`src/hdl/spab_pkg.sv`:
```
// shared types, constants and arithmetic helpers for the scaled pixel alpha blend
package spab_pkg;

	// apb port geometry
	localparam int ADDR_W = 3;
	localparam int DATA_W = 32;

	// full-scale channel value and unity in q0.8
	localparam logic [7:0] CH_MAX = 8'd255;
	localparam logic [8:0] ONE_Q8 = 9'd256;

	typedef logic [7:0] chan_t;
	typedef logic [3:0][7:0] argb_t;

	// channel positions inside an argb word
	localparam int CH_B = 0;
	localparam int CH_G = 1;
	localparam int CH_R = 2;
	localparam int CH_A = 3;

	// register index taken from paddr[2]
	typedef enum logic [0:0] {
		REG_GLOBAL_ALPHA    = 1'b0,
		REG_BILINEAR_ENABLE = 1'b1
	} reg_idx_t;

	typedef struct packed {
		chan_t global_alpha;
		logic  bilinear_enable;
	} spab_cfg_t;

	// interpolated sample handed from the filter to the blender
	typedef struct packed {
		argb_t dst;
		argb_t smp;
		logic  en;
	} spab_mid_t;

	// exact floor(x / 255) for x up to 255*255, shift-and-add form
	function automatic chan_t div255(input logic [15:0] x);
		logic [16:0] t;
		t = {1'b0, x} + {9'd0, x[15:8]} + 17'd1;
		return t[15:8];
	endfunction

endpackage

```
`src/hdl/spab_item_if.sv`:
```
// input channel carrying one destination pixel and its four source samples
interface spab_item_if;
	logic        valid;
	logic        ready;
	logic [31:0] dst_pixel;
	logic [31:0] src_top_left;
	logic [31:0] src_top_right;
	logic [31:0] src_bottom_left;
	logic [31:0] src_bottom_right;
	logic [7:0]  frac_x;
	logic [7:0]  frac_y;
	logic        pixel_enable;

	modport source (
		output valid, dst_pixel, src_top_left, src_top_right, src_bottom_left,
		       src_bottom_right, frac_x, frac_y, pixel_enable,
		input  ready
	);

	modport sink (
		input  valid, dst_pixel, src_top_left, src_top_right, src_bottom_left,
		       src_bottom_right, frac_x, frac_y, pixel_enable,
		output ready
	);
endinterface

```
`src/hdl/spab_interp.sv`:
```
// two-stage bilinear filter: row sums, then the vertical mix
module spab_interp (
	input  logic                clk,
	input  logic                arst_n,
	input  spab_pkg::spab_cfg_t cfg,
	spab_item_if.sink           pixel,
	output logic                mid_valid,
	input  logic                mid_ready,
	output spab_pkg::spab_mid_t mid
);
	import spab_pkg::*;

	logic              v_s1, v_s2;
	logic              ld1, ld2;
	logic [3:0][15:0]  top_s1, bot_s1;
	logic [7:0]        v_frac_s1;
	argb_t             dst_s1;
	logic              en_s1;
	argb_t             smp_s2;
	argb_t             dst_s2;
	logic              en_s2;

	argb_t             tl, tr, bl, br;
	logic [7:0]        u_eff, v_eff;
	logic [3:0][15:0]  top_d, bot_d;
	argb_t             smp_d;

	assign tl = pixel.src_top_left;
	assign tr = pixel.src_top_right;
	assign bl = pixel.src_bottom_left;
	assign br = pixel.src_bottom_right;

	// nearest mode is bilinear with both fractions at zero
	assign u_eff = cfg.bilinear_enable ? pixel.frac_x : 8'd0;
	assign v_eff = cfg.bilinear_enable ? pixel.frac_y : 8'd0;

	// stage handshake: a stage loads when empty or when its successor loads
	assign ld2         = !v_s2 || mid_ready;
	assign ld1         = !v_s1 || ld2;
	assign pixel.ready = ld1;

	// horizontal row sums, each fits 16 bits
	always_comb begin
		logic [17:0] t, b;
		for (int c = 0; c < 4; c++) begin
			t = {9'd0, tl[c]} * {9'd0, ONE_Q8 - {1'b0, u_eff}} + {10'd0, tr[c]} * {10'd0, u_eff};
			b = {9'd0, bl[c]} * {9'd0, ONE_Q8 - {1'b0, u_eff}} + {10'd0, br[c]} * {10'd0, u_eff};
			top_d[c] = t[15:0];
			bot_d[c] = b[15:0];
		end
	end

	// vertical mix, result taken from bits 23:16
	always_comb begin
		logic [24:0] m;
		for (int c = 0; c < 4; c++) begin
			m = {9'd0, top_s1[c]} * {16'd0, ONE_Q8 - {1'b0, v_frac_s1}}
			  + {9'd0, bot_s1[c]} * {17'd0, v_frac_s1};
			smp_d[c] = m[23:16];
		end
	end

	// valid bits
	always_ff @(posedge clk or negedge arst_n) begin
		if (!arst_n) begin
			v_s1 <= 1'b0;
			v_s2 <= 1'b0;
		end else begin
			if (ld1) v_s1 <= pixel.valid;
			if (ld2) v_s2 <= v_s1;
		end
	end

	// payload registers
	always_ff @(posedge clk) begin
		if (ld1 && pixel.valid) begin
			top_s1    <= top_d;
			bot_s1    <= bot_d;
			v_frac_s1 <= v_eff;
			dst_s1    <= pixel.dst_pixel;
			en_s1     <= pixel.pixel_enable;
		end
		if (ld2 && v_s1) begin
			smp_s2 <= smp_d;
			dst_s2 <= dst_s1;
			en_s2  <= en_s1;
		end
	end

	assign mid_valid = v_s2;
	assign mid.dst   = dst_s2;
	assign mid.smp   = smp_s2;
	assign mid.en    = en_s2;

`ifndef ASSERT_OFF
	// a stalled row-sum stage keeps its item
	a_s1_hold: assert property (@(posedge clk) disable iff (!arst_n)
		(v_s1 && !ld2) |=> (v_s1 && $stable(top_s1) && $stable(dst_s1)))
		else $error("stage 1 item changed while stalled");

	// a stalled mix stage keeps its item
	a_s2_hold: assert property (@(posedge clk) disable iff (!arst_n)
		(v_s2 && !mid_ready) |=> (v_s2 && $stable(smp_s2) && $stable(dst_s2)))
		else $error("stage 2 item changed while stalled");
`endif

endmodule

```
`src/flat_wrapper.sv`:
```
// flat-port wrapper written by rule: the top's interface ports become plain ports
module spab_interp_flat import spab_pkg::*;
  (clk, arst_n, cfg, mid_valid, mid_ready, mid, pixel_valid, pixel_dst_pixel, pixel_src_top_left, pixel_src_top_right, pixel_src_bottom_left, pixel_src_bottom_right, pixel_frac_x, pixel_frac_y, pixel_pixel_enable, pixel_ready);
  spab_item_if pixel_i ();
  input  logic clk;
  input  logic arst_n;
  input  spab_pkg::spab_cfg_t cfg;
  output logic mid_valid;
  input  logic mid_ready;
  output spab_pkg::spab_mid_t mid;
  input wire logic [$bits(pixel_i.valid)-1:0] pixel_valid;
  input wire logic [$bits(pixel_i.dst_pixel)-1:0] pixel_dst_pixel;
  input wire logic [$bits(pixel_i.src_top_left)-1:0] pixel_src_top_left;
  input wire logic [$bits(pixel_i.src_top_right)-1:0] pixel_src_top_right;
  input wire logic [$bits(pixel_i.src_bottom_left)-1:0] pixel_src_bottom_left;
  input wire logic [$bits(pixel_i.src_bottom_right)-1:0] pixel_src_bottom_right;
  input wire logic [$bits(pixel_i.frac_x)-1:0] pixel_frac_x;
  input wire logic [$bits(pixel_i.frac_y)-1:0] pixel_frac_y;
  input wire logic [$bits(pixel_i.pixel_enable)-1:0] pixel_pixel_enable;
  output wire logic [$bits(pixel_i.ready)-1:0] pixel_ready;
  assign pixel_i.valid = pixel_valid;
  assign pixel_i.dst_pixel = pixel_dst_pixel;
  assign pixel_i.src_top_left = pixel_src_top_left;
  assign pixel_i.src_top_right = pixel_src_top_right;
  assign pixel_i.src_bottom_left = pixel_src_bottom_left;
  assign pixel_i.src_bottom_right = pixel_src_bottom_right;
  assign pixel_i.frac_x = pixel_frac_x;
  assign pixel_i.frac_y = pixel_frac_y;
  assign pixel_i.pixel_enable = pixel_pixel_enable;
  assign pixel_ready = pixel_i.ready;
  spab_interp u_core (.clk(clk), .arst_n(arst_n), .cfg(cfg), .pixel(pixel_i), .mid_valid(mid_valid), .mid_ready(mid_ready), .mid(mid));
endmodule
```
`config.mk`:
```
export PLATFORM = sky130hd
export DESIGN_NAME = spab_interp_flat
export DESIGN_NICKNAME = d
export VERILOG_FILES = /design/src/hdl/spab_pkg.sv /design/src/hdl/spab_item_if.sv /design/src/hdl/spab_interp.sv /design/src/flat_wrapper.sv
export SDC_FILE = /design/constraint.sdc
export NUM_CORES = 2
export LEC_CHECK = 0
export ABC_AREA = 0
export BUFFER_PORTS_ARGS = -buffer_cell sky130_fd_sc_hd__buf_4
export CORE_MARGIN = 4
export CORE_UTILIZATION = 30
export CTS_CLUSTER_SIZE = 10
export DETAILED_ROUTE_END_ITERATION = 10
export HOLD_SLACK_MARGIN = 0.06
export SYNTH_ARGS = -nofsm -noshare
export SYNTH_HDL_FRONTEND = slang
export SYNTH_SLANG_ARGS = --single-unit
```
`constraint.sdc`:
```
create_clock -name clk -period 7.5 [get_ports clk]
set_clock_uncertainty 0.05 [all_clocks]
set_input_delay 1.125 -clock clk [delete_from_list [all_inputs] [get_ports clk]]
set_output_delay 1.125 -clock clk [all_outputs]
set_load 0.1 [all_outputs]
```
==> results.ini <==
[route]
wirelength_mm = 209
dr.pass1.iters = 6
drtAntennaViolNets = 0
drtIter0Drc = 3000
vias = 54882
wl_per_cell_um = 17.5
drt_drc_violations_left = 0
via_per_inst = 4.60

[final_layout]
areaGrowthSynthToFinish_pct = 12.4
fillers = 26096
final_cell_mix = inv_1, fa_1, nand2_1, and2_1, ha_1
nets = 11187
multi_input_area_um2 = 60700
final_cells = 11928
layout_commonest_cell = inv_1
ff_latch_area_um2 = 7080
drive_above_1_share_pct = 8.87

[critical_path]
cp-startpoint = u_core.v_frac_s1[1]$_SDFFCE_PN0P_
r2r_start = u_core.v_frac_s1[1]$_SDFFCE_PN0P_
r2r_slack_ns = 0.23
crit_fanout = 6
cp.arrival_ns = 7.58
cpPeakStageDelay_ns = 0.53
critical_path_class = register to register
r2r-end = u_core.mid[30]$_DFFE_PP_
crit_required_ns = 7.81
endpoint_kind = register
critPathLaunchType = register
crit_end = u_core.mid[30]$_DFFE_PP_
r2r_cells = 29
cpMaxStageDelayCell = fa_1

[synth]
synth_fp_nets = 10896
syn_area_um2 = 76900
ys_ff_latch = 236
syn_area_per_cell_um2 = 9.35
ys_seq_area_share_pct = 9.21
synth_cell_type_count = 79
async_flop_share_pct = 0.847
netlist_instances = 8220
synth_edf_count = 234
ys_warn_count = 0
synth_flop_cell = edfxtp_1

[grt]
grt_max_degree = 174
antenna_found_initial = 45
grt_pass1_wl_mm = 338
grt_overflow = 0
grt_pass1_vias = 60254
track_usage_pct = 16.1

[floorplan]
rows = 185
dieArea_um2 = 264000
dieHeight_um = 514
core_area_um2 = 255000
pin_count = 257
die_w_um = 514
start_util_pct = 30.2

[timing]
hold_viol = 0
fin_ws_ns = 0.227
relSlewSlack_pct = 36.7
finalSetupViolCount = 0
final.setup.tns_ns = 0
rsz0062_at_grt = yes
period_share_pct = 97.0
drv_slew = 0
layout_min_cycle_time_ns = 7.27
tightest_slew_ns = 0.949
max_freq_mhz = 138

[cts]
clock-sinks = 236
cts_inserted_buffers = 37
clockBufferDepth = 3
cts_max_level = 2
root_buffer = clkbuf_16
cts-hold-fix-buffers = 0
clkTransAtPathRegs_ns = 0.05
clk_latency_ns = 0.62
tritoncts = built

[placement]
dpl.hpwl_mm = 169
place.gp.congestion = 0.854
dp_worst_setup_slack_ns = -0.308
dp.cells = 11822
portBuffers = 248

[hold_path]
worstHoldPathType = primary input to async pin

[job]
max_cap_viol_count = 0

[outcome]
outcome = complete, no violations

[final cells by class]
type	instances	area share, %
clock buffers	43	1.10
diodes	27	0.0782
repair buffers	597	5.77
multi-input cells	5428	70.2
well taps	3366	4.87
clock inverters	20	0.203
flip-flops and latches	236	8.19
inverters	2211	9.61
[what timing repair did]
action | CTS | global route
gates resized for setup | 0 | 63
setup buffers | 0 | 17
endpoints found under the setup margin | 0 | 18
[critical path, delay by kind of cell (launching register included)]
family | cells | cell delay [ns]
adders and majority gates | 7 | 3.19
DFF | 1 | 0.47
buffers and inverters | 11 | 1.28
xor gates and xnor gates | 2 | 0.17
AOI/OAI and AO/OA | 5 | 1.17
and+or+nand+nor | 4 | 0.67
[sequential cells by signal (all words and copies together), names as in the netlist, 8 cells and up]
name / flops
u_core.bot_s1: 64
u_core.dst_s1: 32
u_core.mid: 64
u_core.top_s1: 64
u_core.v_frac_s1: 8
[per-stage QoR]
stage | util (%) | area (um^2) | hold WS, ns
floorplan | - | 76900 | 0.350
global placement | 33.3 | 84700 | 0.350
detailed placement | 33.3 | 84700 | 0.356
CTS | 33.7 | 85800 | 0.188
global route | 33.9 | 86400 | 0.209
finish | 33.9 | 86400 | 0.270
[cells by family after synthesis]
family | Yosys count | synth area share [%]
DFF | 236 | 9.21
muxes | 2 | 0.0260
adders and majority gates | 2486 | 56.9
xor gates and xnor gates | 205 | 2.36
and+or+nand+nor | 2437 | 16.2
buffers and inverters | 2556 | 12.6
AOI/OAI and AO/OA | 298 | 2.76
[worst min-delay path by stage]
stage	depth (start not counted)	start	slack (ns)	endpoint
after CTS	1	arst_n	0.19	u_core.v_s1$_DFFE_PN0N_
after global placement	0	u_core.dst_s1[17]$_DFFE_PP_	0.35	u_core.mid[50]$_DFFE_PP_
after floorplan	0	u_core.en_s1$_DFFE_PP_	0.35	u_core.en_s2$_DFFE_PP_
final	1	arst_n	0.27	u_core.v_s1$_DFFE_PN0N_
after detailed placement	0	u_core.dst_s1[14]$_DFFE_PP_	0.36	u_core.mid[47]$_DFFE_PP_
after global routing	1	arst_n	0.21	u_core.v_s1$_DFFE_PN0N_
[routing by layer]
metal,track usage [%],share of wire (%)
met5,0,0.053
met4,5.61,3.5
met3,3.13,7.0
met2,25.7,46
met1,21.9,44
[synth_stat cells (all sizes together), types with 60 or more instances]
cell / n / area, um^2
xnor2: 156 / 1370
ha: 798 / 9980
and2: 817 / 5110
fa: 1688 / 33800
nor2: 60 / 225
buf: 102 / 437
inv: 2211 / 8300
clkbuf: 243 / 913
and3: 360 / 2250
a21oi: 98 / 517
edfxtp: 234 / 7030
nand2: 1075 / 4040
Power is left out: the tool's default activity adds up to more than one toggle a clock period on the data nets, which glitch-free logic cannot reach.
