==> src/hdl/spab_pkg.sv <==
// shared types, constants and arithmetic helpers for the scaled pixel alpha blend
package spab_pkg;

	// apb port geometry
	localparam int ADDR_W = 3;
	localparam int DATA_W = 32;

	// full-scale channel value and unity in q0.8
	localparam logic [7:0] CH_MAX = 8'd255;
	localparam logic [8:0] ONE_Q8 = 9'd256;

	typedef logic [7:0] chan_t;
	typedef logic [3:0][7:0] argb_t;

	// channel positions inside an argb word
	localparam int CH_B = 0;
	localparam int CH_G = 1;
	localparam int CH_R = 2;
	localparam int CH_A = 3;

	// register index taken from paddr[2]
	typedef enum logic [0:0] {
		REG_GLOBAL_ALPHA    = 1'b0,
		REG_BILINEAR_ENABLE = 1'b1
	} reg_idx_t;

	typedef struct packed {
		chan_t global_alpha;
		logic  bilinear_enable;
	} spab_cfg_t;

	// interpolated sample handed from the filter to the blender
	typedef struct packed {
		argb_t dst;
		argb_t smp;
		logic  en;
	} spab_mid_t;

	// exact floor(x / 255) for x up to 255*255, shift-and-add form
	function automatic chan_t div255(input logic [15:0] x);
		logic [16:0] t;
		t = {1'b0, x} + {9'd0, x[15:8]} + 17'd1;
		return t[15:8];
	endfunction

endpackage

==> src/hdl/spab_cfg.sv <==
// apb register file holding global alpha and the filter mode
module spab_cfg (
	input  logic                     clk,
	input  logic                     arst_n,
	input  logic                     psel,
	input  logic                     penable,
	input  logic                     pwrite,
	input  logic [spab_pkg::ADDR_W-1:0] paddr,
	input  logic [spab_pkg::DATA_W-1:0] pwdata,
	output logic [spab_pkg::DATA_W-1:0] prdata,
	output logic                     pready,
	output spab_pkg::spab_cfg_t      cfg
);
	import spab_pkg::*;

	chan_t    global_alpha_q;
	logic     bilinear_enable_q;
	logic     wr_en;
	reg_idx_t idx;

	assign pready = 1'b1;
	assign wr_en  = psel && penable && pwrite && pready;
	assign idx    = reg_idx_t'(paddr[2]);

	// register writes in the access phase
	always_ff @(posedge clk or negedge arst_n) begin
		if (!arst_n) begin
			global_alpha_q    <= CH_MAX;
			bilinear_enable_q <= 1'b0;
		end else if (wr_en) begin
			unique case (idx)
				REG_GLOBAL_ALPHA:    global_alpha_q    <= pwdata[7:0];
				REG_BILINEAR_ENABLE: bilinear_enable_q <= pwdata[0];
				default: ;
			endcase
		end
	end

	// read-back mux
	always_comb begin
		prdata = '0;
		unique case (idx)
			REG_GLOBAL_ALPHA:    prdata = {{(DATA_W-8){1'b0}}, global_alpha_q};
			REG_BILINEAR_ENABLE: prdata = {{(DATA_W-1){1'b0}}, bilinear_enable_q};
			default:             prdata = '0;
		endcase
	end

	assign cfg.global_alpha    = global_alpha_q;
	assign cfg.bilinear_enable = bilinear_enable_q;

endmodule

==> config.mk <==
export PLATFORM = sky130hd
export DESIGN_NAME = spab_cfg
export DESIGN_NICKNAME = d
export VERILOG_FILES = /design/src/hdl/spab_pkg.sv /design/src/hdl/spab_cfg.sv
export SDC_FILE = /design/constraint.sdc
export NUM_CORES = 1
export LEC_CHECK = 0
export BUFFER_PORTS_ARGS = -buffer_cell sky130_fd_sc_hd__buf_4
export CAP_MARGIN = 20
export CORE_ASPECT_RATIO = 1.25
export CORE_UTILIZATION = 32
export CTS_CLUSTER_SIZE = 24
export DETAILED_ROUTE_END_ITERATION = 16
export PLACE_DENSITY = 0.8
export SYNTH_ARGS = -nofsm -noshare
export SYNTH_HDL_FRONTEND = slang
export SYNTH_SLANG_ARGS = --single-unit
==> constraint.sdc <==
create_clock -name clk -period 1 [get_ports clk]
set_input_delay 0.1 -clock clk [delete_from_list [all_inputs] [get_ports clk]]
set_output_delay 0.1 -clock clk [all_outputs]
set_load 0.02 [all_outputs]
==> results of run 1 <==
-- synth_stat cells --
master    instances
and2b_2           7
buf_4            26
buf_6             1
conb_1            2
dfrtp_1           1
dfstp_2           8
mux2_2            7
mux2_4            3
nand4_1           1
nand4b_4          1
-- sequential cells by signal, indices dropped and copies added, names as in the netlist --
signal,flops
global_alpha_q,8
bilinear_enable_q,1
-- layer usage --
layer | global-route usage [%] | wire length (um) | vias up
met1 | 9.22 | 411 | 221
li1 | - | - | 215
met3 | 6.83 | 132 | 5
met2 | 20.2 | 679 | 36
met4 | 6.25 | 19 | 0
met5 | 0 | 0 | -
-- cell type report --
cell class / instances / area share (%)
multi-input combinational: 44 / 31.6
sequential: 9 / 23.8
clock buffer: 4 / 2.66
timing repair buffer: 41 / 39.4
tap: 20 / 2.53
-- timing repair --
item,CTS,global route
resized for setup,17,5
cloned,0,0
setup buffers,7,2
endpoints found under the hold margin,9,0
hold buffers,1,0
setup endpoints to repair,16,17
-- where the power goes --
part	switching (mW)	leakage, nW	total, mW	internal [mW]
clock network	0.130	0.0150	0.284	0.154
registers	0.0612	0.0960	0.560	0.499
logic	0.408	0.420	0.919	0.511
-- critical path: cells and delay by family (launching register included) --
family                 cells  cell delay (ps)
buffers and inverters      1              110
DFF                        1              550
and+or+nand+nor            1              150
-- logic make-up (layout without fill, tap and decap cells) --
| kind of cell | count (synthesis) | after routing | synth area share, % |
|---|---|---|---|
| mux | 10 | 10 | 18.6 |
| other cells | 2 | 25 | 1.13 |
| simple gates | 9 | 9 | 13.7 |
| flops | 9 | 9 | 35.4 |
| buf+inv | 27 | 45 | 31.1 |
-- layout by cell type, fill, tap and decap left out, drive strengths merged --
cell         count
nand4            1
dfrtp            1
nand4b           1
dfstp            8
clkbuf           4
conb            25
dlygate4sd3      1
buf             40
mux2            10
and2b            7
-- how the worst max path moves through the flow --
stage / from / end / slack (ps) / depth (start not counted)
floorplan: global_alpha_q[0]$_DFFE_PN1P_ / prdata[0] / 100 / 1
global placement: paddr[2] / global_alpha_q[0]$_DFFE_PN1P_ / 60 / 3
detailed placement: paddr[2] / global_alpha_q[6]$_DFFE_PN1P_ / 30 / 3
CTS: global_alpha_q[6]$_DFFE_PN1P_ / prdata[6] / -170 / 2
global route: global_alpha_q[5]$_DFFE_PN1P_ / prdata[5] / -210 / 2
finish: global_alpha_q[4]$_DFFE_PN1P_ / prdata[4] / -170 / 2
-- per-stage QoR --
stage / power [mW] / setup TNS (ps) / utilization, % / instances
floorplan: 1.04 / 0 / - / 80
global placement: 1.21 / 0 / 40.9 / 104
detailed placement: 1.23 / 0 / 40.9 / 104
CTS: 1.72 / -2030 / 48.7 / 116
global route: 1.86 / -2490 / 50.4 / 118
finish: 1.76 / -1860 / 50.4 / 118
==> flow_summary.json, run 1 <==
{
  "clock_skew_ps": 0,
  "fin_area_um2": 988,
  "critPathSlowestCell": "dfstp_2",
  "drtIter0Drc": 1,
  "clock_latency_ps": 270,
  "netlist.area_leader.share_pct": 31.6,
  "cts.path.max_buffers": 2,
  "die_x_um": 42.8,
  "pre_cts_ws_ps": 27.3,
  "grt_pass1_wl_um": 1730,
  "hold_class": "input pin to register",
  "cts_num_sinks": 9,
  "dieHeight_um": 52.9,
  "seqCellArea_um2": 235,
  "rsz0062_at_grt": "true",
  "cp.required_ps": 900,
  "finalWorstSetupSlack_ps": -169,
  "syn_avg_cell_area_um2": 11.7,
  "yosys_warnings": 0,
  "drc_errors": 0,
  "min_from": "pwdata[5]",
  "num_antenna_cells": 0,
  "cts_tree": "yes",
  "multi_input_area_um2": 313,
  "dpl-instance-area_um2": 802,
  "reg2reg_slack_ps": 70,
  "syn_inst": 57,
  "port_buffers": 30,
  "clk_pin_slew_ps": 60,
  "area_growth_pct": 48.8,
  "crit_path_start_kind": "register",
  "nets": 139,
  "failed_checks": "setup timing",
  "nFillCells": 175,
  "slew_viol_final": 0,
  "whs_ps": 60.8,
  "gr-total-overflow": 0,
  "htree_levels": 1,
  "crit_path_end_kind": "primary output",
  "leakage_nw": 0.531,
  "setup_viol": 16,
  "synth.distinct_cells": 10,
  "finalCritPeriodShare_pct": 117,
  "pwr_density_cell_nw_per_um2": 1780,
  "place.gp.congestion": 0.644,
  "drtAntennaViolNets": 0,
  "synth_area_um2": 664,
  "cp_slowest_stage_delay_ps": 550,
  "fin_crit_ps": 1170,
  "seq_area_frac_synth_pct": 35.4,
  "grt_max_degree": 10,
  "cap_violations": 0,
  "path_class": "register to primary output",
  "start_util_pct": 33.9,
  "dr.pass1.iters": 4,
  "viasPerCell": 4.04,
  "holdPathEnd": "global_alpha_q[5]$_DFFE_PN1P_",
  "avgRoutedWirePerCell_um": 10.5,
  "peakVddDrop_v": 0.00103,
  "yosys.area.top_type": "dfstp_2",
  "globalRouteTotalUtil_pct": 11.2,
  "numCtsBuffers": 3,
  "first_global_vias": 380,
  "dp_hpwl_um": 905,
  "path_max_fanout": 3,
  "wl_um": 1240,
  "die_area_um2": 2260,
  "worstReg2RegStart": "global_alpha_q[0]$_DFFE_PN1P_",
  "crit_arrival_ps": 1070,
  "rows": 18,
  "cts_root_buffer": "clkbuf_4",
  "r2r_cells": 3,
  "ios": 82,
  "core_um2": 1960,
  "vias": 477,
  "layout-drive-gt1-share_pct": 70.4,
  "cp_cell_sequence": "and2b_2 -> buf_6",
  "status": "complete, but fails checks",
  "max_clock_freq_mhz": 856,
  "hold_depth": 2,
  "synth-seq-cells": 9,
  "netlist_top_cells_area": "dfstp_2 32%, buf_4 29%, mux2_2 12%, and2b_2 9.2%, mux2_4 6.8%",
  "timing.rr.end": "global_alpha_q[0]$_DFFE_PN1P_",
  "antenna_found_initial": 0,
  "hold_viol": 0
}
No activity file was read; power rests on OpenSTA's default activity.
==> inputs of run 2 (changes only) <==
ABC_AREA = 1   (was unset)
CTS_BUF_LIST = sky130_fd_sc_hd__clkbuf_16   (was unset)
==> run 2 against run 1 <==
  * The flow still finishes with violations (setup timing)
  * Non-clock buffer count is 2 higher
  * Utilization is 4.0 points higher
  * Setup slack improved by 27 ps
  * Combinational power shrank 11%
  * Sequential power shrank 3%
  * Flip-flop and latch count did not move
  * Sequential share of layout area shrank 1.8 points
  * First-iteration DRC count rose to 8.0 times the previous value
  * Largest cell class unchanged
  * Largest power group unchanged
  * Cell area is 8.0% higher
  * Total power is 16% higher
==> flow_summary.json, run 2 <==
{
  "largest_register": "global_alpha_q",
  "synth_compound_gate_area_share_pct": 0,
  "htree_levels": 1,
  "async_flop_share_pct": 100,
  "fin_crit_ps": 1140,
  "synthSimpleGateAreaFrac_pct": 27.8,
  "slew_viol_final": 0,
  "setup_viol": 14,
  "nFillCells": 198,
  "drtAntennaViolNets": 0,
  "fin_area_um2": 1070,
  "globalRouteTotalUtil_pct": 13.3,
  "clk_pin_slew_ps": 40,
  "hold_class": "input pin to register",
  "clock_latency_ps": 230,
  "netlist.area_leader.share_pct": 31.8,
  "drtIter0Drc": 8,
  "fin_util_pct": 54.5,
  "wl_um": 1400,
  "avgRoutedWirePerCell_um": 9.28,
  "synth_area_um2": 661,
  "syn_inst": 88,
  "final_common_cell": "conb_1",
  "viasPerCell": 3.97,
  "layout-drive-gt1-share_pct": 51.9,
  "yosys.area.top_type": "dfstp_2",
  "status": "complete, but fails checks",
  "cts_tree": "yes",
  "antenna_found_initial": 0,
  "start_util_pct": 33.7,
  "p_int_mw": 1.40,
  "yosys_warnings": 0,
  "drc_errors": 0,
  "grt_max_degree": 12,
  "multi_input_area_um2": 298,
  "hold_viol": 0,
  "rsz0062_at_grt": "true",
  "cts_root_buffer": "clkbuf_16",
  "synth_edf_count": 0,
  "core_um2": 1960,
  "synthMuxAreaShare_pct": 0,
  "pwr_density_cell_nw_per_um2": 1920,
  "num_antenna_cells": 0,
  "nets": 172,
  "synthFlopType": "dfstp_2",
  "p_seq_share_pct": 26.6,
  "crit_path_end_kind": "primary output",
  "gr-total-overflow": 0,
  "grt_pass1_wl_um": 2160,
  "cts.path.max_buffers": 2,
  "finalCritPeriodShare_pct": 114,
  "die_area_um2": 2250,
  "seq_area_frac_synth_pct": 35.6,
  "dp_hpwl_um": 1020,
  "finalWorstSetupSlack_ps": -141,
  "crit_path_start_kind": "register",
  "vias": 599,
  "top_regs": "global_alpha_q: 8 flops, bilinear_enable_q: 1 flops",
  "synth-adder-area-share_pct": 0,
  "clockPowerShare_pct": 33.6,
  "dieHeight_um": 52.8,
  "synthXorXnorAreaFrac_pct": 0,
  "max_clock_freq_mhz": 876,
  "numCtsBuffers": 3,
  "leakage_nw": 0.591,
  "synth.most_common_cell": "buf_4",
  "power_frac_comb_pct": 39.8,
  "synth-seq-cells": 9,
  "place.gp.congestion": 0.687,
  "cap_violations": 0,
  "ios": 82,
  "dr.pass1.iters": 2,
  "path_class": "register to primary output",
  "dpl-instance-area_um2": 822,
  "port_buffers": 30,
  "rows": 18,
  "failed_checks": "setup timing",
  "crit_arrival_ps": 1040,
  "first_global_vias": 507,
  "synth_top_family_by_area": "buffers and inverters",
  "syn_avg_cell_area_um2": 7.51,
  "netlist_top_cells_area": "dfstp_2 32%, buf_4 30%, nand2_1 13%, nand3_1 6.8%, inv_1 4.0%",
  "switching_share_pct": 31.5,
  "area_growth_pct": 61.6,
  "path_max_fanout": 3,
  "seqCellArea_um2": 235,
  "largest_reg_flops": 8,
  "peakVddDrop_v": 0.00108,
  "cts_num_sinks": 9,
  "cp.required_ps": 900,
  "final_cell_mix": "25 x conb_1, 23 x buf_4, 21 x nand2_1, 19 x buf_6, 9 x nand3_1",
  "synthTopCellsByCount": "26 x buf_4, 22 x nand2_1, 9 x nand3_1",
  "die_x_um": 42.6,
  "p_sw_mw": 0.646,
  "synth.distinct_cells": 13,
  "clock_skew_ps": 0
}
run 2: timing repair:
action                                  4_1_cts  5_1_grt
setup buffers                                 6        5
endpoints found under the setup margin       16       16
hold buffers                                  1        0
hold endpoints to repair                      9        0
resized for setup                            15        8
pin swaps                                     2        2
run 2: per-layer routing:
layer,wire (um),global-route usage [%],part of all wire (%),up-vias
li1,-,-,-,300
met1,504,14.4,36,257
met2,767,23.2,55,40
met3,114,3.10,8.1,2
met4,14,7.81,1.0,0
met5,0,0,0,-
run 2: metrics by stage:
stage / TNS (ps) / setup WS [ps] / hold slack (ps) / power [mW] / std cells
after global routing: -1870 / -168 / 91.9 / 2.16 / 151
after global placement: 0 / 130 / -76.4 / 1.11 / 135
after CTS: -1380 / -138 / 86.6 / 1.98 / 146
after detailed placement: 0 / 103 / -68.2 / 1.13 / 135
final: -1390 / -141 / 88.2 / 2.05 / 151
after floorplan: 0 / 68.6 / -196 / 0.968 / 111
run 2: power by group through the flow:
stage	logic [mW]	clock network (mW)	registers (mW)
final	0.817	0.689	0.545
after floorplan	0.358	0	0.611
after detailed placement	0.592	0	0.539
after CTS	0.733	0.709	0.539
after global routing	0.871	0.731	0.555
after global placement	0.580	0	0.534
run 2: worst paths after layout:
path | startpoint | to | slack (ps) | depth (start not counted)
worst min-delay path | pwdata[2] | global_alpha_q[2]$_DFFE_PN1P_ | 90 | 3
max in group asynchronous | arst_n | global_alpha_q[1]$_DFFE_PN1P_ | 550 | 2
min in group asynchronous | arst_n | bilinear_enable_q$_DFFE_PN0P_ | 230 | 2
worst max register to register | global_alpha_q[3]$_DFFE_PN1P_ | global_alpha_q[3]$_DFFE_PN1P_ | 20 | 5
worst max-delay path | global_alpha_q[2]$_DFFE_PN1P_ | prdata[2] | -140 | 3
worst min register to register | global_alpha_q[5]$_DFFE_PN1P_ | global_alpha_q[5]$_DFFE_PN1P_ | 480 | 2
run 2: worst max-delay path, stage by stage (launching register included):
cell     delay, ps
dfstp_2        550
inv_1           50
nor2_2          70
buf_4          140
run 2: cell type report:
class	count	area share [%]
timing repair buffer	43	37.2
clock inverter	1	0.352
multi-input combinational	66	27.9
sequential	9	22.0
clock buffer	3	7.03
inverter	9	3.17
tap	20	2.34
run 2: logic make-up after synthesis:
logic type,count (synthesis)
buffers and inverters,36
AND/OR/NAND/NOR,41
flip-flops,9
other,2
==> inputs of run 3 (changes only) <==
HOLD_SLACK_MARGIN = 0.12   (was unset)
==> run 3 against run 2 <==
  * The run still ends with setup timing left
  * Clock skew stayed put
  * Highest routed layer unchanged
  * Global-route usage is 1.6 points higher
  * Utilization is 4.1 points higher
  * Sequential power hardly changed
  * Clock power hardly changed
==> flow_summary.json, run 3 (same netlist as run 2, synthesis figures left out) <==
{
  "num_antenna_cells": 0,
  "nFillCells": 192,
  "tns_ps": -1520,
  "failed_checks": "setup timing",
  "layout-drive-gt1-share_pct": 50.4,
  "p_seq_share_pct": 26.2,
  "final_common_cell": "conb_1",
  "die_area_um2": 2250,
  "dr.pass1.iters": 5,
  "finalCritPeriodShare_pct": 115,
  "cts_root_buffer": "clkbuf_16",
  "largest_register": "global_alpha_q",
  "multi_input_area_um2": 298,
  "crit_path_start_kind": "register",
  "crit_arrival_ps": 1050,
  "status": "complete, but fails checks",
  "area_growth_pct": 73.7,
  "place.gp.congestion": 0.687,
  "path_class": "register to primary output",
  "whs_ps": 187,
  "dieHeight_um": 52.8,
  "wl_um": 1570,
  "crit_path_end_kind": "primary output",
  "viasPerCell": 4.06,
  "clockPowerShare_pct": 33.1,
  "cts.path.max_buffers": 2,
  "clock_skew_ps": 0,
  "leakage_nw": 0.622,
  "dp_hpwl_um": 1020,
  "seqCellArea_um2": 235,
  "place_inst": 135,
  "drc_errors": 0,
  "core_um2": 1960,
  "switching_share_pct": 31.6,
  "ios": 82,
  "nets": 180,
  "top_regs": "global_alpha_q: 8 flops, bilinear_enable_q: 1 flops",
  "max_clock_freq_mhz": 871,
  "peakVddDrop_v": 0.00110,
  "rows": 18,
  "vias": 645,
  "drtAntennaViolNets": 0,
  "path_max_fanout": 2,
  "grt_max_degree": 12,
  "slew_viol_final": 0,
  "gr-total-overflow": 0,
  "final_cell_mix": "25 x conb_1, 23 x buf_4, 21 x nand2_1, 19 x buf_6",
  "port_buffers": 30,
  "hold_viol": 0,
  "stdcell_count": 159,
  "clock_latency_ps": 230,
  "cp.required_ps": 900,
  "cts_num_sinks": 9,
  "hold_class": "input pin to register",
  "globalRouteTotalUtil_pct": 14.9,
  "finalWorstSetupSlack_ps": -148,
  "start_util_pct": 33.7,
  "largest_reg_flops": 8,
  "clk_pin_slew_ps": 40,
  "p_int_mw": 1.43,
  "total_power_mw": 2.08,
  "fin_crit_ps": 1150,
  "htree_levels": 1,
  "cap_violations": 0,
  "pwr_density_cell_nw_per_um2": 1820,
  "avgRoutedWirePerCell_um": 9.86,
  "die_x_um": 42.6,
  "rsz0062_at_grt": "true",
  "p_sw_mw": 0.658,
  "power_frac_comb_pct": 40.7,
  "grt_pass1_wl_um": 2410,
  "fin_util_pct": 58.6,
  "numCtsBuffers": 3,
  "first_global_vias": 577,
  "drtIter0Drc": 7,
  "setup_viol": 14,
  "cts_tree": "yes",
  "antenna_found_initial": 0
}
run 3: cell count changes in the layout (fill, tap and decap cells not counted):
| cell | before | now |
|---|---|---|
| inv_2 | 5 | 7 |
| inv_1 | 5 | 3 |
| dlygate4sd3_1 | 1 | 9 |
run 3: critical path: stages (launching register included):
cell and delay, ps:
dfstp_2 540, inv_2 40, nor2_2 110, buf_6 130
run 3: final timing paths:
check,slack [ps],cells past startpoint,startpoint,endpoint
max,-150,3,global_alpha_q[3]$_DFFE_PN1P_,prdata[3]
min,190,4,penable,bilinear_enable_q$_DFFE_PN0P_
max reg2reg,10,5,global_alpha_q[4]$_DFFE_PN1P_,global_alpha_q[4]$_DFFE_PN1P_
min reg2reg,480,2,global_alpha_q[7]$_DFFE_PN1P_,global_alpha_q[7]$_DFFE_PN1P_
max in group asynchronous,550,2,arst_n,global_alpha_q[1]$_DFFE_PN1P_
min in group asynchronous,230,2,arst_n,bilinear_enable_q$_DFFE_PN0P_
run 3: layout make-up:
class / count / area share [%]
multi-input cells: 66 / 26.0
well taps: 20 / 2.18
clock buffers: 3 / 6.54
inverters: 9 / 2.94
flip-flops and latches: 9 / 20.5
clock inverters: 1 / 0.327
repair buffers: 51 / 41.5
run 3: through the flow:
stage | setup slack (ps) | area (um^2)
final | -148 | 1150
after global routing | -194 | 1150
after CTS | -138 | 1080
after detailed placement | 103 | 822
after global placement | 130 | 822
after floorplan | 68.6 | 764
run 3: power groups by stage:
stage               Combinational [mW]  Sequential (mW)  Clock (mW)
floorplan                        0.358            0.611           0
global placement                 0.580            0.534           0
detailed placement               0.592            0.539           0
CTS                              0.757            0.539       0.709
global route                     0.906            0.557       0.731
finish                           0.848            0.546       0.690
run 3: layer usage:
metal / track usage (%) / up-vias / wire length [um]
met5: 0 / - / 0
met2: 28.3 / 40 / 911
met4: 7.81 / 0 / 17
met1: 14.6 / 286 / 542
met3: 3.45 / 2 / 97
li1: - / 317 / -
run 3: what timing repair did:
item	CTS	global route
gates resized for setup	15	10
setup buffers	6	5
hold buffers	9	0
setup endpoints to repair	16	16
endpoints found under the hold margin	18	0
pin swaps	2	3
