**src/hdl/spab_pkg.sv**
```systemverilog
// shared types, constants and arithmetic helpers for the scaled pixel alpha blend
package spab_pkg;

	// apb port geometry
	localparam int ADDR_W = 3;
	localparam int DATA_W = 32;

	// full-scale channel value and unity in q0.8
	localparam logic [7:0] CH_MAX = 8'd255;
	localparam logic [8:0] ONE_Q8 = 9'd256;

	typedef logic [7:0] chan_t;
	typedef logic [3:0][7:0] argb_t;

	// channel positions inside an argb word
	localparam int CH_B = 0;
	localparam int CH_G = 1;
	localparam int CH_R = 2;
	localparam int CH_A = 3;

	// register index taken from paddr[2]
	typedef enum logic [0:0] {
		REG_GLOBAL_ALPHA    = 1'b0,
		REG_BILINEAR_ENABLE = 1'b1
	} reg_idx_t;

	typedef struct packed {
		chan_t global_alpha;
		logic  bilinear_enable;
	} spab_cfg_t;

	// interpolated sample handed from the filter to the blender
	typedef struct packed {
		argb_t dst;
		argb_t smp;
		logic  en;
	} spab_mid_t;

	// exact floor(x / 255) for x up to 255*255, shift-and-add form
	function automatic chan_t div255(input logic [15:0] x);
		logic [16:0] t;
		t = {1'b0, x} + {9'd0, x[15:8]} + 17'd1;
		return t[15:8];
	endfunction

endpackage

```
**src/hdl/spab_result_if.sv**
```systemverilog
// output channel carrying one composited pixel
interface spab_result_if;
	logic        valid;
	logic        ready;
	logic [31:0] out_pixel;
	logic        write_enable;

	modport source (
		output valid, out_pixel, write_enable,
		input  ready
	);

	modport sink (
		input  valid, out_pixel, write_enable,
		output ready
	);
endinterface

```
**src/hdl/spab_blend.sv**
```systemverilog
// four-stage source-over blender: alpha scale, alpha divide, mix, divide and select
module spab_blend (
	input  logic                clk,
	input  logic                arst_n,
	input  spab_pkg::spab_cfg_t cfg,
	input  logic                mid_valid,
	output logic                mid_ready,
	input  spab_pkg::spab_mid_t mid,
	spab_result_if.source       result
);
	import spab_pkg::*;

	logic             v_s3, v_s4, v_s5, v_s6;
	logic             ld3, ld4, ld5, ld6;

	logic [15:0]      pa_s3;
	logic [2:0][7:0]  rgb_s3, rgb_s4;
	argb_t            dst_s3, dst_s4, dst_s5;
	logic             en_s3, en_s4, en_s5;
	chan_t            sa_s4, sa_s5;
	logic [2:0][15:0] mix_s5;
	logic [15:0]      dsa_s5;
	logic [31:0]      out_s6;
	logic             we_s6;

	chan_t            ia;
	logic [2:0][15:0] mix_d;
	argb_t            res_d;

	// stage handshake chain from the output back
	assign ld6       = !v_s6 || result.ready;
	assign ld5       = !v_s5 || ld6;
	assign ld4       = !v_s4 || ld5;
	assign ld3       = !v_s3 || ld4;
	assign mid_ready = ld3;

	// inverse source alpha and weighted colour sums
	assign ia = CH_MAX - sa_s4;
	always_comb begin
		for (int c = 0; c < 3; c++) begin
			mix_d[c] = {8'd0, rgb_s4[c]} * {8'd0, sa_s4} + {8'd0, dst_s4[c]} * {8'd0, ia};
		end
	end

	// final divide and alpha composite
	always_comb begin
		for (int c = 0; c < 3; c++) begin
			res_d[c] = div255(mix_s5[c]);
		end
		res_d[CH_A] = sa_s5 + div255(dsa_s5);
	end

	// valid bits
	always_ff @(posedge clk or negedge arst_n) begin
		if (!arst_n) begin
			v_s3 <= 1'b0;
			v_s4 <= 1'b0;
			v_s5 <= 1'b0;
			v_s6 <= 1'b0;
		end else begin
			if (ld3) v_s3 <= mid_valid;
			if (ld4) v_s4 <= v_s3;
			if (ld5) v_s5 <= v_s4;
			if (ld6) v_s6 <= v_s5;
		end
	end

	// payload registers
	always_ff @(posedge clk) begin
		if (ld3 && mid_valid) begin
			pa_s3  <= {8'd0, mid.smp[CH_A]} * {8'd0, cfg.global_alpha};
			rgb_s3 <= mid.smp[2:0];
			dst_s3 <= mid.dst;
			en_s3  <= mid.en;
		end
		if (ld4 && v_s3) begin
			sa_s4  <= div255(pa_s3);
			rgb_s4 <= rgb_s3;
			dst_s4 <= dst_s3;
			en_s4  <= en_s3;
		end
		if (ld5 && v_s4) begin
			mix_s5 <= mix_d;
			dsa_s5 <= {8'd0, dst_s4[CH_A]} * {8'd0, ia};
			sa_s5  <= sa_s4;
			dst_s5 <= dst_s4;
			en_s5  <= en_s4;
		end
		if (ld6 && v_s5) begin
			out_s6 <= en_s5 ? res_d : dst_s5;
			we_s6  <= en_s5;
		end
	end

	assign result.valid        = v_s6;
	assign result.out_pixel    = out_s6;
	assign result.write_enable = we_s6;

`ifndef ASSERT_OFF
	// a stalled alpha-scale stage keeps its item
	a_s3_hold: assert property (@(posedge clk) disable iff (!arst_n)
		(v_s3 && !ld4) |=> (v_s3 && $stable(pa_s3) && $stable(dst_s3)))
		else $error("stage 3 item changed while stalled");

	// a stalled mix stage keeps its item
	a_s5_hold: assert property (@(posedge clk) disable iff (!arst_n)
		(v_s5 && !ld6) |=> (v_s5 && $stable(mix_s5) && $stable(sa_s5)))
		else $error("stage 5 item changed while stalled");
`endif

endmodule

```
**src/flat_wrapper.sv**
```systemverilog
// flat-port wrapper written by rule: the top's interface ports become plain ports
module spab_blend_flat import spab_pkg::*;
  (clk, arst_n, cfg, mid_valid, mid_ready, mid, result_valid, result_out_pixel, result_write_enable, result_ready);
  spab_result_if result_i ();
  input  logic clk;
  input  logic arst_n;
  input  spab_pkg::spab_cfg_t cfg;
  input  logic mid_valid;
  output logic mid_ready;
  input  spab_pkg::spab_mid_t mid;
  output wire logic [$bits(result_i.valid)-1:0] result_valid;
  output wire logic [$bits(result_i.out_pixel)-1:0] result_out_pixel;
  output wire logic [$bits(result_i.write_enable)-1:0] result_write_enable;
  input wire logic [$bits(result_i.ready)-1:0] result_ready;
  assign result_valid = result_i.valid;
  assign result_out_pixel = result_i.out_pixel;
  assign result_write_enable = result_i.write_enable;
  assign result_i.ready = result_ready;
  spab_blend u_core (.clk(clk), .arst_n(arst_n), .cfg(cfg), .mid_valid(mid_valid), .mid_ready(mid_ready), .mid(mid), .result(result_i));
endmodule
```
**config.mk**
```make
export PLATFORM = sky130hd
export DESIGN_NAME = spab_blend_flat
export DESIGN_NICKNAME = d
export VERILOG_FILES = /design/src/hdl/spab_pkg.sv /design/src/hdl/spab_result_if.sv /design/src/hdl/spab_blend.sv /design/src/flat_wrapper.sv
export SDC_FILE = /design/constraint.sdc
export NUM_CORES = 1
export LEC_CHECK = 0
export BUFFER_PORTS_ARGS = -buffer_cell sky130_fd_sc_hd__buf_4
export CAP_MARGIN = 0
export CORE_ASPECT_RATIO = 0.75
export CORE_MARGIN = 4
export CORE_UTILIZATION = 33
export CTS_CLUSTER_DIAMETER = 50
export DETAILED_ROUTE_END_ITERATION = 8
export SYNTH_ARGS = -nofsm -noshare
export SYNTH_HDL_FRONTEND = slang
export SYNTH_SLANG_ARGS = --single-unit
export TNS_END_PERCENT = 20
```
**constraint.sdc**
```tcl
create_clock -name clk -period 14.7 [get_ports clk]
set_clock_uncertainty 0.2 [all_clocks]
set_input_delay 1.47 -clock clk [delete_from_list [all_inputs] [get_ports clk]]
set_output_delay 1.47 -clock clk [all_outputs]
set_load 0.03 [all_outputs]
```
==> insert_results.sql, run 1 <==
INSERT INTO impl_metrics (metric_group, metric, value, unit) VALUES
('run_status', 'run_status', 'complete, no violations', ''),
('sta', 'rsz_0062_raised_after_global_routing', 'no', ''),
('synthesis', 'total_of_warnings_raised_by_yosys', '0', ''),
('cts', 'worst_skew_pair.late_latency', '0.57', 'ns'),
('synthesis', 'synthTopCellsByArea', 'edfxtp_1 30%, fa_1 26%, ha_1 14%', ''),
('floorplan', 'chipWidth', '343', 'µm'),
('floorplan', 'initial_core_util', '33.5', '%'),
('floorplan', 'die_y', '259', 'µm'),
('flow_run', 'max_cap_viol_count', '0', ''),
('critical_path', 'r2r-start', 'u_core.sa_s4[1]', ''),
('detailed_routing', 'detail_route.wl_per_cell', '16.0', 'µm'),
('critical_path', 'reg2reg_to', 'u_core.mix_s5[31]', ''),
('detailed_routing', 'vias', '17000', ''),
('min_path', 'holdCritPathClass', 'register to register', ''),
('synthesis', 'seq_total_area_yosys', '30.3', '%'),
('cts', 'cts_tree', 'built', ''),
('cts', 'max-clock-path-buffers', '3', ''),
('sta', 'transition_at_the_pin_with_the_smallest_max_transition_slack', '0.852', 'ns'),
('layout', 'nNetsFinal', '3383', ''),
('floorplan', 'floorplan.rows', '91', ''),
('sta', 'final_max_slew_viol_count', '0', ''),
('sta', 'maxSlewHeadroom', '43.2', '%'),
('cts', 'hold_buffers', '0', ''),
('critical_path', 'worst-r2r-cell-count', '19', ''),
('layout', 'final_layout_size_suffix_gt1_share', '8.55', '%'),
('critical_path', 'crit_fanout', '48', ''),
('detailed_routing', 'ant_nets', '0', ''),
('critical_path', 'critical_path_class', 'register to register', ''),
('layout', 'final_core_utilization', '37.9', '%'),
('synthesis', 'synth.cell_area', '0.0277', 'mm²'),
('grt', 'globalRouteTotalUtil', '14.2', '%'),
('sta', 'fmax_achieved', '0.146', 'GHz'),
('synthesis', 'yosys_register_bits', '280', ''),
('synthesis', 'synth_largest_area_cell', 'edfxtp_1', ''),
('floorplan', 'die-area', '0.0887', 'mm²'),
('grt', 'antenna_found_initial', '3', ''),
('critical_path', 'cp.arrival', '6.97', 'ns'),
('critical_path', 'timing.critical_path.from_type', 'register', ''),
('grt', 'global_route_wire_length_before_repair', '99.5', 'mm'),
('grt', 'grt_pass1_vias', '18000', ''),
('cts', 'cts.sinks', '280', ''),
('synthesis', 'synth.distinct_cells', '53', ''),
('min_path', 'min-delay-start', 'u_core.dst_s3[4]', ''),
('synthesis', 'ys_async_sr_fraction', '1.43', '%'),
('synthesis', 'synth_top_flop_cell', 'edfxtp_1', ''),
('layout', 'syn2layout_area_growth', '13.2', '%'),
('detailed_routing', 'drt-total-wl', '60.6', 'mm'),
('synthesis', 'netlist.area_leader.share', '29.9', '%'),
('synthesis', 'synthMostInstantiatedCell', 'inv_1', ''),
('detailed_routing', 'initialDrtViolationCount', '703', ''),
('synthesis', 'number_of_enable_flip_flop_cells_after_synthesis', '276', ''),
('placement', 'dp_hpwl', '44.8', 'mm'),
('synthesis', 'synth_area_per_cell', '11.0', 'µm²'),
('detailed_routing', 'detailedRoute.firstPassIterationCount', '4', ''),
('critical_path', 'endpoint_class_of_the_critical_path', 'register', ''),
('synthesis', 'synth_cells', '2525', ''),
('sta', 'setup_viol', '0', ''),
('grt', 'grt.overflow.total', '0', ''),
('min_path', 'worst_case_hold_path_end_point', 'u_core.dst_s4[4]', ''),
('sta', 'timing_hold_violations_final', '0', ''),
('cts', 'cts_resized', '0', ''),
('sta', 'final_min_period_over_clock_period', '46.7', '%'),
('cts', 'htree_num_levels', '2', ''),
('detailed_routing', 'post_drt_via_cell_ratio', '4.48', ''),
('floorplan', 'num_io_pins', '113', ''),
('sta', 'post_route_setup_tns', '0', 'ns'),
('synthesis', 'post_synth_most_frequent_cells', '514 x inv_1, 361 x fa_1, 300 x ha_1, 276 x edfxtp_1, 181 x nor2b_1', ''),
('min_path', 'worstHoldPathCells', '0', ''),
('layout', 'antennaDiodeCount', '0', ''),
('cts', 'path_clk_slew', '0.06', 'ns'),
('detailed_routing', 'remaining_drcs', '0', ''),
('cts', 'postCtsSetupRepairBufs', '0', ''),
('sta', 'timing.final.crit_period', '6.87', 'ns'),
('placement', 'placement.io_buffers', '111', ''),
('cts', 'root_buffer_selected_by_cts', 'clkbuf_16', ''),
('grt', 'grt_max_degree', '58', ''),
('cts', 'tritoncts.num_buffers', '44', ''),
('critical_path', 'r2r_setup_slack', '7.83', 'ns'),
('floorplan', 'core_area', '0.0827', 'mm²'),
('critical_path', 'cp.required', '14.80', 'ns'),
('placement', 'gp_routability_congestion', '0.815', '');
## metrics by stage
| step | setup WS (ns) | instances | area [µm²] | hold slack [ns] |
|---|---|---|---|---|
| after floorplan | 8.61 | 2527 | 27700 | 0.200 |
| after global placement | 7.90 | 3714 | 29900 | 0.202 |
| after detailed placement | 7.88 | 3714 | 29900 | 0.205 |
| after CTS | 7.85 | 3794 | 31400 | 0.204 |
| after global routing | 7.51 | 3794 | 31400 | 0.221 |
| final | 7.83 | 3794 | 31400 | 0.206 |
## placed cells by master (no fill, tap or decap), drive strengths merged, types with 11 or more instances in the layout
cell | synthesis | final
a21o | 17 | 17
a21oi | 73 | 73
and2 | 156 | 156
buf | 1 | 125
clkbuf | 53 | 51
clkinv | 0 | 11
edfxtp | 276 | 276
fa | 361 | 361
ha | 300 | 300
inv | 514 | 526
mux2 | 12 | 12
nand2 | 142 | 142
nand2b | 90 | 90
nand3 | 24 | 24
nor2 | 76 | 76
nor2b | 181 | 181
nor3 | 12 | 12
o21a | 17 | 17
o21ai | 31 | 31
xnor2 | 70 | 70
xor2 | 36 | 36
## state kept, by name, summed over array words and instances (netlist names), 16 cells and up
signal	cells
u_core.dsa_s5	16
u_core.dst_s3	32
u_core.dst_s4	32
u_core.dst_s5	32
u_core.mix_s5	48
u_core.pa_s3	16
u_core.result.out_pixel	32
u_core.rgb_s3	24
u_core.rgb_s4	24
## per-layer routing
layer / wire length (µm) / global-route usage, % / up-vias
met1: 31100 / 21.7 / 8414
met2: 25200 / 20.7 / 288
met5: 24 / 0 / -
li1: - / - / 8219
met4: 1130 / 3.28 / 4
met3: 3120 / 2.63 / 67
## worst max-delay path by stage
stage | start | to | slack (ns)
floorplan | u_core.sa_s4[1] | u_core.mix_s5[46] | 8.61
CTS | u_core.sa_s4[1] | u_core.mix_s5[31] | 7.85
finish | u_core.sa_s4[1] | u_core.mix_s5[31] | 7.83
global route | u_core.sa_s4[1] | u_core.mix_s5[31] | 7.51
global placement | u_core.sa_s4[1] | u_core.mix_s5[31] | 7.90
detailed placement | u_core.sa_s4[1] | u_core.mix_s5[31] | 7.88
## cells by family after synthesis
group           Yosys count  synth area share [%]
compound gates          189                  4.63
xor+xnor                106                  3.35
fa+ha+maj               661                  39.6
buf+inv                 568                  7.70
flops                   280                  30.3
mux                      13                 0.524
other cells               1                0.0135
simple gates            707                  13.9
## cell type report
cell class	count	area (µm²)
clock buffers	51	1150
fillers	8236	51300
inverters	514	1930
repair buffers	125	938
multi-input cells	1679	17200
clock inverters	29	359
flip-flops and latches	280	8390
well taps	1116	1400
## worst max-delay path, stage by stage, from the launching register on
cell,delay (ns)
edfxtp_1,0.61
buf_4,0.62
nand2_1,0.17
fa_1,0.58
inv_1,0.06
fa_1,0.53
inv_1,0.05
fa_1,0.48
fa_1,0.57
fa_1,0.43
fa_1,0.49
inv_1,0.04
ha_1,0.33
nand2_1,0.10
nand2_1,0.06
a311o_1,0.35
a311oi_1,0.42
o41ai_1,0.15
a21o_1,0.20
xnor2_1,0.14
Power of run 1 is not shown: default switching activity piles up to over one toggle a cycle in this logic, so the estimate is an artifact.
==> run 2: changes to the inputs <==
==> constraint.sdc (replaced) <==
create_clock -name clk -period 5.75 [get_ports clk]
set_clock_uncertainty 0.2 [all_clocks]
set_input_delay 0.575 -clock clk [delete_from_list [all_inputs] [get_ports clk]]
set_output_delay 0.575 -clock clk [all_outputs]
set_load 0.03 [all_outputs]
==> insert_results.sql, run 2 (same netlist as run 1, synthesis figures left out) <==
INSERT INTO impl_metrics (metric_group, metric, value, unit) VALUES
('critical_path', 'crit_fanout', '11', ''),
('detailed_routing', 'drt-total-wl', '61.2', 'mm'),
('detailed_routing', 'dr_wl_met2', '26.3', 'mm'),
('cts', 'htree_num_levels', '2', ''),
('placement', 'dp_hpwl', '48.0', 'mm'),
('detailed_routing', 'ant_nets', '0', ''),
('layout', 'layout.cells.most_common', 'inv_1', ''),
('layout', 'fin_area', '0.0336', 'mm²'),
('detailed_routing', 'm1WireLength', '31.2', 'mm'),
('detailed_routing', 'routed.top_layer', 'met4', ''),
('floorplan', 'floorplan.rows', '91', ''),
('grt', 'global_route_wire_length_before_repair', '101', 'mm'),
('sta', 'transition_at_the_pin_with_the_smallest_max_transition_slack', '0.846', 'ns'),
('flow_run', 'max_cap_viol_count', '0', ''),
('layout', 'final_layout_size_suffix_gt1_share', '14.9', '%'),
('floorplan', 'chipWidth', '343', 'µm'),
('floorplan', 'initial_core_util', '33.5', '%'),
('critical_path', 'timing.critical_path.from_type', 'register', ''),
('cts', 'cts_tree', 'built', ''),
('sta', 'setup_ws', '-0.0846', 'ns'),
('critical_path', 'startpoint', 'u_core.sa_s4[3]', ''),
('critical_path', 'timing.critical_path.slowest_cell_delay', '0.58', 'ns'),
('detailed_routing', 'post_drt_via_cell_ratio', '4.40', ''),
('critical_path', 'cp.arrival', '5.93', 'ns'),
('sta', 'fmax_achieved', '0.171', 'GHz'),
('floorplan', 'num_io_pins', '113', ''),
('sta', 'post_route_setup_tns', '-0.210', 'ns'),
('grt', 'grt_max_degree', '58', ''),
('critical_path', 'critical_path_class', 'register to register', ''),
('layout', 'antennaDiodeCount', '0', ''),
('critical_path', 'worst-r2r-cell-count', '18', ''),
('layout', 'largest_register', 'u_core.mix_s5', ''),
('run_status', 'run_status', 'finished with violations', ''),
('critical_path', 'r2r-start', 'u_core.sa_s4[3]', ''),
('detailed_routing', 'detail_route.wl_per_cell', '15.3', 'µm'),
('floorplan', 'die-area', '0.0887', 'mm²'),
('critical_path', 'reg2reg_to', 'u_core.mix_s5[47]', ''),
('cts', 'tritoncts.num_buffers', '42', ''),
('cts', 'worst_skew_pair.late_latency', '0.56', 'ns'),
('sta', 'final_max_slew_viol_count', '0', ''),
('critical_path', 'critical-path-top-delay-family', 'adder cells', ''),
('floorplan', 'die_y', '259', 'µm'),
('cts', 'cts.sinks', '280', ''),
('critical_path', 'cp.required', '5.85', 'ns'),
('critical_path', 'crit_top_cell', 'fa_1', ''),
('cts', 'path_clk_slew', '0.06', 'ns'),
('critical_path', 'worst_setup_path_endpoint', 'u_core.mix_s5[47]', ''),
('sta', 'rsz_0062_raised_after_global_routing', 'yes', ''),
('grt', 'grt_pass1_vias', '18700', ''),
('detailed_routing', 'initialDrtViolationCount', '633', ''),
('detailed_routing', 'vias', '17600', ''),
('cts', 'max-clock-path-buffers', '3', ''),
('sta', 'maxSlewHeadroom', '43.6', '%'),
('critical_path', 'worst-path-buf-inv', '4', ''),
('grt', 'globalRouteTotalUtil', '14.2', '%'),
('min_path', 'holdCritPathClass', 'input pin to async pin', ''),
('placement', 'place_area', '0.0312', 'mm²'),
('layout', 'final_core_utilization', '40.6', '%'),
('critical_path', 'r2r_setup_slack', '-0.08', 'ns'),
('sta', 'timing.final.crit_period', '5.83', 'ns'),
('run_status', 'violations', 'negative setup slack', ''),
('placement', 'gp_routability_congestion', '0.809', ''),
('sta', 'timing_hold_violations_final', '0', ''),
('detailed_routing', 'detailedRoute.firstPassIterationCount', '5', ''),
('grt', 'grt.overflow.total', '0', ''),
('sta', 'setup_viol', '5', ''),
('detailed_routing', 'wl_met3', '2.85', 'mm'),
('layout', 'layout_common_cells', '513 x inv_1, 355 x fa_1, 288 x ha_1, 276 x edfxtp_1, 265 x buf_4', ''),
('floorplan', 'core_area', '0.0827', 'mm²'),
('sta', 'final_min_period_over_clock_period', '101', '%'),
('critical_path', 'cp_slowest_cell', 'fa_1', ''),
('placement', 'placement.io_buffers', '111', ''),
('cts', 'root_buffer_selected_by_cts', 'clkbuf_16', ''),
('grt', 'antenna_found_initial', '1', ''),
('critical_path', 'endpoint_class_of_the_critical_path', 'register', ''),
('layout', 'syn2layout_area_growth', '21.2', '%'),
('critical_path', 'crit_chain', 'buf_12, buf_4, nor2b_1, fa_1, fa_1, fa_1, fa_1, fa_1, inv_1, fa_1, inv_1, ha_2, or4_1, a21oi_2, o21ai_2, a31o_1, a21oi_2, xnor2_1', ''),
('layout', 'nNetsFinal', '3598', ''),
('detailed_routing', 'remaining_drcs', '0', ''),
('critical_path', 'path_depth', '18', ''),
('layout', 'largest_register_ffs', '48', '');
## run 2: changes by cell type in the layout (fill, tap and decap cells not counted), moves of 5 or more
cell,delta
dlygate4sd3_1,+59
ha_1,-12
nor2b_1,-9
o21ai_0,-6
buf_4,+140
buf_12,+13
nor2b_2,+6
fa_2,+6
fa_1,-6
ha_4,+9
o21ai_1,+5
## run 2: area by class of cell
cell class | instances | area [µm²]
Fill cell | 8119 | 49100
Multi-Input combinational cell | 1679 | 17500
Sequential cell | 280 | 8390
Timing Repair Buffer | 342 | 2930
Inverter | 514 | 1930
Tap cell | 1116 | 1400
Clock buffer | 45 | 1080
Clock inverter | 30 | 388
## run 2: metrics by stage
step                std cells  hold slack [ns]  worst slack (ns)
floorplan                2527           0.0794          -0.00301
global placement         3866            0.173            -0.100
detailed placement       3866            0.175            -0.121
CTS                      4001           0.0804           -0.0989
global route             4006            0.108            -0.290
finish                   4006            0.141           -0.0846
## run 2: repair_timing
item | in CTS | in global routing
gates cloned | 0 | 2
pin swaps | 4 | 17
resized for setup | 9 | 47
hold endpoints to repair | 62 | 0
hold buffers | 59 | 0
setup endpoints to repair | 10 | 16
setup buffers | 1 | 3
## run 2: how the worst min path moves through the flow
stage	from	end	slack, ns	cells past startpoint
floorplan	arst_n	u_core.result.valid	0.08	0
global placement	arst_n	u_core.v_s3	0.17	1
detailed placement	arst_n	u_core.v_s3	0.18	1
CTS	arst_n	u_core.v_s3	0.08	2
global route	arst_n	u_core.v_s3	0.11	2
finish	arst_n	u_core.v_s3	0.14	2
## run 2: routing by layer
metal | track usage [%] | vias up
li1 | - | 8664
met1 | 21.3 | 8653
met2 | 21.6 | 271
met3 | 2.55 | 45
met4 | 3.02 | 0
met5 | 0 | -
Power of run 2 is left out for the same reason.
